File: config.mk
export PLATFORM = sky130hd
export DESIGN_NAME = preemptive_priority_scheduler_flat
export DESIGN_NICKNAME = d
export VERILOG_FILES = /design/src/rtl/pps_pkg.sv /design/src/rtl/pps_chan.sv /design/src/rtl/pps_cell.sv /design/src/rtl/preemptive_priority_scheduler.sv /design/src/flat_wrapper.sv
export SDC_FILE = /design/constraint.sdc
export NUM_CORES = 2
export LEC_CHECK = 0
export BUFFER_PORTS_ARGS = -buffer_cell sky130_fd_sc_hd__buf_2
export CELL_PAD_IN_SITES_DETAIL_PLACEMENT = 0
export CELL_PAD_IN_SITES_GLOBAL_PLACEMENT = 1
export CORE_UTILIZATION = 35
export DETAILED_ROUTE_END_ITERATION = 7
export PLACE_DENSITY = 0.66
export RECOVER_POWER = 25
export SLEW_MARGIN = 15
export SYNTH_ARGS = -nofsm -noshare
export SYNTH_HDL_FRONTEND = slang
export SYNTH_SLANG_ARGS = --single-unit
File: constraint.sdc
create_clock -name clk -period 6.7 [get_ports clk]
set_input_delay 0 -clock clk [delete_from_list [all_inputs] [get_ports clk]]
set_output_delay 0 -clock clk [all_outputs]
set_load 0.05 [all_outputs]
File: src/rtl/pps_pkg.sv
package pps_pkg;

  localparam int MAX_PROCS_DEF = 16;
  localparam int TIME_BITS_DEF = 20;

  localparam int ARR_W  = 16;
  localparam int BUR_W  = 16;
  localparam int PRI_W  = 8;
  localparam int PIDX_W = 4;
  localparam int TURN_W = 20;

  localparam logic OP_LOAD = 1'b0;
  localparam logic OP_TICK = 1'b1;

  typedef struct packed {
    logic             opcode;
    logic [ARR_W-1:0] arrival;
    logic [BUR_W-1:0] burst;
    logic [PRI_W-1:0] prio_level;
  } cmd_t;

  typedef struct packed {
    logic              accepted;
    logic              busy_res;
    logic [PIDX_W-1:0] proc_index;
    logic              finished;
    logic [TURN_W-1:0] turnaround;
    logic [TURN_W-1:0] waiting;
    logic              all_done;
  } rsp_t;

  typedef struct packed {
    logic [PRI_W-1:0] prio;
    logic [ARR_W-1:0] arrival;
    logic [BUR_W-1:0] burst;
    logic [BUR_W-1:0] remaining;
  } entry_t;

endpackage

File: src/rtl/pps_chan.sv
interface pps_chan #(
  parameter type T = logic
);
  logic valid;
  logic ready;
  T     payload;

  modport source (output valid, output payload, input ready);
  modport sink   (input valid, input payload, output ready);
endinterface

File: src/rtl/pps_cell.sv
module pps_cell
  import pps_pkg::*;
#(
  parameter int TIME_BITS = TIME_BITS_DEF,
  parameter int IDX_W     = 4,
  parameter int IDX       = 0
) (
  input  logic                 clk,
  input  logic                 live,
  input  logic                 wr_en,
  input  cmd_t                 wr_data,
  input  logic                 dec_en,
  input  logic [TIME_BITS-1:0] now_time,
  input  logic                 prev_found,
  input  logic [IDX_W-1:0]     prev_idx,
  input  entry_t               prev_entry,
  output logic                 best_found,
  output logic [IDX_W-1:0]     best_idx,
  output entry_t               best_entry
);

  localparam int CW = (TIME_BITS > ARR_W) ? TIME_BITS : ARR_W;

  entry_t entry;
  logic   eligible;
  logic   take;

  always_ff @(posedge clk) begin
    if (wr_en) begin
      entry.prio      <= wr_data.prio_level;
      entry.arrival   <= wr_data.arrival;
      entry.burst     <= wr_data.burst;
      entry.remaining <= wr_data.burst;
    end else if (dec_en) begin
      entry.remaining <= entry.remaining - BUR_W'(1);
    end
  end

  assign eligible = live && (CW'(entry.arrival) <= CW'(now_time))
                    && (entry.remaining != '0);

  assign take = eligible && (!prev_found || (entry.prio < prev_entry.prio)
                || ((entry.prio == prev_entry.prio)
                    && (entry.arrival < prev_entry.arrival)));

  always_ff @(posedge clk) begin
    if (take) begin
      best_found <= 1'b1;
      best_idx   <= IDX_W'(IDX);
      best_entry <= entry;
    end else begin
      best_found <= prev_found;
      best_idx   <= prev_idx;
      best_entry <= prev_entry;
    end
  end

endmodule

File: src/rtl/preemptive_priority_scheduler.sv
// Preemptive priority scheduler. A load transaction (opcode 0) stores one process
// entry (arrival, burst, priority) in the next free slot of a table of MAX_PROCS
// entries; a full table drops the load with accepted = 0. A tick transaction
// (opcode 1) runs the best eligible process for one time unit: the pick passes
// slot by slot along a row of MAX_PROCS cells, one cell per cycle. One
// transaction is worked on at a time; the result sits in an output register, and
// the next transaction is taken as soon as that register has room. Lower priority
// values win, ties go to earlier arrival, then to the lower slot. The time counter
// saturates at 2**TIME_BITS - 1.
module preemptive_priority_scheduler
  import pps_pkg::*;
#(
  parameter int MAX_PROCS = MAX_PROCS_DEF,
  parameter int TIME_BITS = TIME_BITS_DEF
) (
  input logic    clk,
  input logic    rst,
  pps_chan.sink   cmd,
  pps_chan.source res
);

  localparam int IDX_W = (MAX_PROCS > 1) ? $clog2(MAX_PROCS) : 1;
  localparam int CNT_W = $clog2(MAX_PROCS + 1);
  localparam int CW    = (TIME_BITS > ARR_W) ? TIME_BITS : ARR_W;

  localparam logic [1:0] ST_IDLE = 2'd0;
  localparam logic [1:0] ST_SCAN = 2'd1;
  localparam logic [1:0] ST_EMIT = 2'd2;

  localparam logic [IDX_W-1:0] LAST = IDX_W'(MAX_PROCS - 1);

  logic [1:0]           state;
  logic [IDX_W-1:0]     cnt;
  rsp_t                 pend;
  logic [CNT_W-1:0]     loaded_count;
  logic [CNT_W-1:0]     done_count;
  logic [TIME_BITS-1:0] now_time;

  logic                 found_c [0:MAX_PROCS];
  logic [IDX_W-1:0]     idx_c   [0:MAX_PROCS];
  entry_t               entry_c [0:MAX_PROCS];

  logic                 accept;
  logic                 load_go;
  logic                 tick_done;
  logic                 room;
  logic                 fin;
  logic [TIME_BITS-1:0] now_next;
  logic [CW-1:0]        tat;
  logic [CW-1:0]        wt;
  logic [CNT_W-1:0]     done_next;
  rsp_t                 load_rsp;

  assign cmd.ready = (state == ST_IDLE);
  assign accept    = cmd.valid && cmd.ready;
  assign room      = (loaded_count < CNT_W'(MAX_PROCS));
  assign load_go   = accept && (cmd.payload.opcode == OP_LOAD) && room;
  assign tick_done = (state == ST_SCAN) && (cnt == LAST);

  assign found_c[0] = 1'b0;
  assign idx_c[0]   = '0;
  assign entry_c[0] = '0;

  for (genvar i = 0; i < MAX_PROCS; i++) begin : g_cell
    pps_cell #(
      .TIME_BITS (TIME_BITS),
      .IDX_W     (IDX_W),
      .IDX       (i)
    ) u_cell (
      .clk        (clk),
      .live       (CNT_W'(i) < loaded_count),
      .wr_en      (load_go && (loaded_count == CNT_W'(i))),
      .wr_data    (cmd.payload),
      .dec_en     (tick_done && found_c[MAX_PROCS] && (idx_c[MAX_PROCS] == IDX_W'(i))),
      .now_time   (now_time),
      .prev_found (found_c[i]),
      .prev_idx   (idx_c[i]),
      .prev_entry (entry_c[i]),
      .best_found (found_c[i+1]),
      .best_idx   (idx_c[i+1]),
      .best_entry (entry_c[i+1])
    );
  end

  assign now_next = (now_time == '1) ? now_time : now_time + TIME_BITS'(1);
  assign fin      = found_c[MAX_PROCS] && (entry_c[MAX_PROCS].remaining == BUR_W'(1));
  assign tat      = CW'(now_next) - CW'(entry_c[MAX_PROCS].arrival);
  assign wt       = (tat >= CW'(entry_c[MAX_PROCS].burst))
                    ? tat - CW'(entry_c[MAX_PROCS].burst) : '0;
  assign done_next = fin ? done_count + CNT_W'(1) : done_count;

  always_comb begin
    load_rsp = '0;
    if (room) begin
      load_rsp.accepted   = 1'b1;
      load_rsp.proc_index = PIDX_W'(loaded_count);
      if (cmd.payload.burst == '0) begin
        load_rsp.all_done = (done_count + CNT_W'(1)) == (loaded_count + CNT_W'(1));
      end else begin
        load_rsp.all_done = done_count == (loaded_count + CNT_W'(1));
      end
    end else begin
      load_rsp.all_done = done_count == loaded_count;
    end
  end

  always_ff @(posedge clk) begin
    if (rst) begin
      state        <= ST_IDLE;
      cnt          <= '0;
      loaded_count <= '0;
      done_count   <= '0;
      now_time     <= '0;
      res.valid    <= 1'b0;
    end else begin
      if ((state == ST_EMIT) && (!res.valid || res.ready)) begin
        res.valid <= 1'b1;
      end else if (res.valid && res.ready) begin
        res.valid <= 1'b0;
      end
      case (state)
        ST_IDLE: begin
          if (accept) begin
            cnt <= '0;
            if (cmd.payload.opcode == OP_TICK) begin
              state <= ST_SCAN;
              pend  <= '0;
            end else begin
              state <= ST_EMIT;
              pend  <= load_rsp;
              if (room) begin
                loaded_count <= loaded_count + CNT_W'(1);
                if (cmd.payload.burst == '0) begin
                  done_count <= done_count + CNT_W'(1);
                end
              end
            end
          end
        end
        ST_SCAN: begin
          cnt <= cnt + IDX_W'(1);
          if (tick_done) begin
            state           <= ST_EMIT;
            now_time        <= now_next;
            done_count      <= done_next;
            pend.accepted   <= 1'b1;
            pend.busy_res   <= found_c[MAX_PROCS];
            pend.proc_index <= found_c[MAX_PROCS] ? PIDX_W'(idx_c[MAX_PROCS]) : '0;
            pend.finished   <= fin;
            pend.turnaround <= fin ? TURN_W'(tat) : '0;
            pend.waiting    <= fin ? TURN_W'(wt) : '0;
            pend.all_done   <= done_next == loaded_count;
          end
        end
        ST_EMIT: begin
          if (!res.valid || res.ready) begin
            state <= ST_IDLE;
          end
        end
        default: begin
          state <= ST_IDLE;
        end
      endcase
    end
  end

  always_ff @(posedge clk) begin
    if ((state == ST_EMIT) && (!res.valid || res.ready)) begin
      res.payload <= pend;
    end
  end

  a_done_le_loaded: assert property (@(posedge clk) disable iff (rst)
    done_count <= loaded_count)
    else $error("done count exceeds loaded count");

  a_loaded_cap: assert property (@(posedge clk) disable iff (rst)
    loaded_count <= CNT_W'(MAX_PROCS))
    else $error("loaded count beyond table capacity");

  a_pick_live: assert property (@(posedge clk) disable iff (rst)
    (tick_done && found_c[MAX_PROCS]) |-> (CNT_W'(idx_c[MAX_PROCS]) < loaded_count))
    else $error("picked an unloaded slot");

  a_time_mono: assert property (@(posedge clk) disable iff (rst)
    (state == ST_EMIT) |=> (now_time == $past(now_time)))
    else $error("time advanced outside a tick");

endmodule

File: src/flat_wrapper.sv
// flat-port wrapper written by rule: the top's interface ports become plain ports
module preemptive_priority_scheduler_flat import pps_pkg::*;
#(
  parameter int MAX_PROCS = MAX_PROCS_DEF,
  parameter int TIME_BITS = TIME_BITS_DEF
)
  (clk, rst, cmd_valid, cmd_payload, cmd_ready, res_valid, res_payload, res_ready);
  pps_chan #(.T(cmd_t)) cmd_i ();
  pps_chan #(.T(rsp_t)) res_i ();
  input logic clk;
  input logic rst;
  input wire logic [$bits(cmd_i.valid)-1:0] cmd_valid;
  input wire logic [$bits(cmd_i.payload)-1:0] cmd_payload;
  output wire logic [$bits(cmd_i.ready)-1:0] cmd_ready;
  output wire logic [$bits(res_i.valid)-1:0] res_valid;
  output wire logic [$bits(res_i.payload)-1:0] res_payload;
  input wire logic [$bits(res_i.ready)-1:0] res_ready;
  assign cmd_i.valid = cmd_valid;
  assign cmd_i.payload = cmd_payload;
  assign cmd_ready = cmd_i.ready;
  assign res_valid = res_i.valid;
  assign res_payload = res_i.payload;
  assign res_i.ready = res_ready;
  preemptive_priority_scheduler #(.MAX_PROCS(MAX_PROCS), .TIME_BITS(TIME_BITS)) u_core (.clk(clk), .rst(rst), .cmd(cmd_i), .res(res_i));
endmodule
==> summary.md <==
| Metric | Value |
|---|---|
| Status | `complete, but fails checks` |
| Violated checks | `capacitance limit, slew limit` |
| Path class of the lowest-slack min-delay path | `input pin to flip-flop` |
| Post-synth EDFFs | `992` |
| Most common library cell in the layout ignoring fill and taps | `edfxtp_1` |
| Wl on met1 | `about 96 mm` |
| Cells taking the most area after synthesis | `edfxtp_1 35%, dfxtp_1 23%, mux2_2 10%, ha_1 9.6%, inv_1 2.1%` |
| Number of nets in the finished design | `7733` |
| Sort of element at the end of the critical path | `flip-flop` |
| Number of top-level pins | `95` |
| Maximum number of pins on one net before global-route repair | `61` |
| Worst-case hold path end point | `u_core.cnt[1]` |
| # DRC | `0` |
| Most common cell type on the critical path | `ha_1` |
| Die width | `about 500 um` |
| Total power consumption of the routed design | `26.2 mW` |
| DP HPWL | `138 mm` |
| Mapped Area | `0.0853 mm2` |
| Worst-Margin Slew | `between 2 and 3 ns` |
| Via count of the first global-routing pass | `50600` |
| Critical Path Slowest Stage Cell | `dfxtp_1` |
| Die height | `496 um` |
| Setup-violating endpoint count in the final report | `0` |
| Commonest cells after routing, fill and taps aside | `992 x edfxtp_1, 990 x dfxtp_1, 779 x mux2_2` |
| Count of final hold-check violations | `0` |
| Fraction of registers with async set or reset after synthesis | `0%` |
| Distinct cells, synth | `93` |
| Slowest stage delay, CP | `0.48 ns` |
| Setup slack of the critical path after layout | `between 0.5 and 0.6 ns` |
| Fraction of synthesized cell area taken by the top area cell type | `34.9%` |
| Vias post-DR | `49900` |
| Depth of the worst register-to-register path | `25` |
| Flops & latches, synth | `roughly 2000` |
| Worst slack, placed | `0.626 ns` |
| Std-Cell Rows | `180` |
| Endpoint of the worst-slack reg-to-reg timing path | `u_core.pend[8]` |
| Aggregate negative setup slack | `0 ns` |
| Effective utilization at floorplan | `35.3%` |
| Total wire length | `between 150 and 200 mm` |
| Required time reported for the critical path endpoint | `7.26 ns` |
| Via-to-Cell Ratio | `about 4.8` |
| CTS tree | `built` |
| Root cell of the clock tree | `clkbuf_16` |
| Post-synthesis average cell area | `12.6 um2` |
| Register area share after synthesis | `58.1%` |
| Ys Warns | `0` |
| Minimum period implied by the final worst setup slack | `6.12 ns` |
| Library cell occupying the most area in the post-synthesis netlist | `edfxtp_1` |
| Sort of element at the start of the critical path | `flip-flop` |
| Clock insertion delay at the later pin of the skew report | `0.86 ns` |
| Met2 Routed Length | `81.1 mm` |
| Drt first pass iters | `5` |
| Achievable frequency | `around 160 MHz` |
| Source of the worst hold timing path | `cmd_valid` |
| Number of buffers added on ports | `94` |
| RSZ-0062 raised after global routing | `false` |
| Number of buffers inserted for hold repair after clock tree synthesis | `48` |
| Weighted congestion at the end of routability-driven global placement | `0.848` |
| Area after detailed placement | `0.0899 mm2` |
| Final number of max-transition violations | `about 430` |
| Remaining global-route overflow | `0` |
| Cell type group with the largest total delay on the critical path | `compound AO/OA/AOI/OAI gates` |
| Max-capacitance violation count | `16` |
| Number of DRC markers after the initial detailed-route iteration | `roughly 2700` |
| Initial antenna violation count | `3` |
| Power density over cell area | `269 mW/mm2` |
| Area of all placed cells without fillers | `slightly below 0.1 mm2` |
| Worst setup path class | `flip-flop to flip-flop` |
| Number of buffers created by CTS | `roughly 200` |
| Count of buffering cells on the critical path with inverters included | `1` |
| Total global routing track utilization | `15.3%` |
| Synthesized netlist net count | `7489` |
| Final clock skew | `about 0.063 ns` |
| Arrival time at the worst endpoint | `6.68 ns` |
| Share of cells above drive strength 1 | `about 18%` |
| Critical Path Fanout Max | `19` |
| Static leakage power | `~37 nW` |
| Num Clock Sinks | `1982` |
| Prevailing post-synth register cell | `edfxtp_1` |
| Top Layer Used | `met4` |
| Signed area change from the synthesized netlist to the final layout | `14.2%` |
| Area of the die | `0.246 mm2` |
| Worst slew margin relative to its limit | `-98.3%` |
| Clock H-tree levels | `4` |
| Area of the core | `0.241 mm2` |
| Critical register-to-register path startpoint | `u_core.now_time[1]` |
| Number of gates given a new drive strength after cts | `0` |
| Clock-pin transition on the worst setup and hold timing paths | `about 0.06 ns` |
| Maximum ir drop on the vdd rail | `0.213 mV` |
| Remaining antenna violation count after routing | `0` |
| Gate count after technology mapping | `6787` |
| Buffer count from post-CTS setup fixing | `0` |
| Ratio of final minimum period to clock period | `91.4%` |
| Average routed wire per standard cell | `18.3 um` |
| Worst hold path stage count | `5` |
| Slack of the worst reg-to-reg path | `0.58 ns` |
| Sum of met3 wire segment lengths after detailed routing | `7.65 mm` |
| Max Root-Sink Buffers | `3` |
| Wire length of the first global-routing pass | `294 mm` |
-- state kept, by name, indices dropped and copies added, names as in the netlist --
signal                           cells
u_core.g_cell.u_cell.best_found     16
u_core.pend                         48
u_core.done_count                    5
u_core.loaded_count                  5
u_core.g_cell.u_cell.best_entry    888
u_core.g_cell.u_cell.best_idx       49
u_core.g_cell.u_cell.entry         896
u_core.state                         2
u_core.res.payload                  48
u_core.now_time                     20
u_core.res.valid                     1
u_core.cnt                           4
-- per-stage QoR --
stage	hold WS (ns)	cells	utilization, %
6_report	0.198	10400	40.4
5_1_grt	0.175	10400	40.4
4_1_cts	0.104	10400	40.4
3_5_place_dp	0.359	9961	37.2
3_3_place_gp	0.366	9961	37.2
2_1_floorplan	0.0989	6787	-
-- synth_stat cells (44+ instances only) --
cell	n
nand3_1	91
nor2_1	417
edfxtp_1	992
and2_1	88
o21a_1	52
clkbuf_1	133
nand2_1	215
nand4_1	89
nand2b_1	86
nor3_1	92
xor2_1	91
a21oi_1	361
ha_1	655
o21ai_0	189
nor4_1	62
a31oi_1	44
a21o_1	146
inv_1	482
dfxtp_1	990
mux2_1	55
nor2b_1	71
mux2_2	779
xnor2_1	180
-- cell type report --
class / instances / area [um2]
flip-flops and latches: 1982 / 49600
clock inverters: 93 / 1310
fillers: 22700 / 144000
diodes: 4 / 10.0
inverters: 486 / 1820
clock buffers: 296 / 5970
well taps: 3185 / 3990
multi-input cells: 4116 / 33200
repair buffers: 241 / 1530
-- worst register-to-register path, stage by stage (launching register included) --
cell and delay [ns]:
dfxtp_1 0.48, ha_1 0.29, and3_1 0.34, nand4_1 0.15, and3_1 0.27, and2_1 0.23
nand2_1 0.09, xnor2_1 0.13, ha_1 0.31, and2_1 0.20, a221oi_1 0.39, a21boi_0 0.20
o21ai_0 0.19, nand2b_1 0.08, a211oi_1 0.25, nor2_1 0.11, ha_1 0.36, a21o_1 0.22
nand2b_1 0.15, a211oi_1 0.27, nor3b_1 0.09, o31ai_1 0.30, nand2_1 0.14, o41ai_4 0.22
buf_4 0.32, nor3b_1 0.10
-- layer usage --
layer | track usage, % | up-vias
li1 | - | 24900
met1 | 21.9 | 23900
met2 | 23.5 | 837
met3 | 2.45 | 269
met4 | 4.96 | 0
met5 | 0 | -
-- report_power, final --
group	leakage (nW)	internal, mW	total (mW)	switching [mW]
Clock	3.54	7.00	11.9	4.93
Sequential	17.2	13.0	13.1	0.113
Combinational	16.2	0.478	1.21	0.733
Total	36.9	20.4	26.2	5.77
-- how the worst max path moves through the flow --
stage,to,start,slack (ns),depth (start not counted)
6_report,u_core.pend[8],u_core.now_time[1],0.58,25
5_1_grt,u_core.pend[16],u_core.now_time[6],0.11,26
4_1_cts,u_core.pend[8],u_core.now_time[1],0.62,26
3_5_place_dp,u_core.pend[3],u_core.now_time[6],0.63,26
3_3_place_gp,u_core.pend[16],u_core.now_time[6],0.64,26
2_1_floorplan,u_core.pend[17],u_core.now_time[0],0.83,27
-- cells by family after synthesis --
kind of cell | Yosys count | synth area share [%]
adder cells (fa/ha/maj) | 657 | 9.65
flip-flops | 1982 | 58.1
multiplexers | 844 | 11.1
AND/OR/NAND/NOR | 1377 | 8.20
buffers and inverters | 689 | 3.12
XOR/XNOR | 272 | 2.80
AO/OA/AOI/OAI | 966 | 6.96
Note: power is estimated with default switching activity, not from simulation.
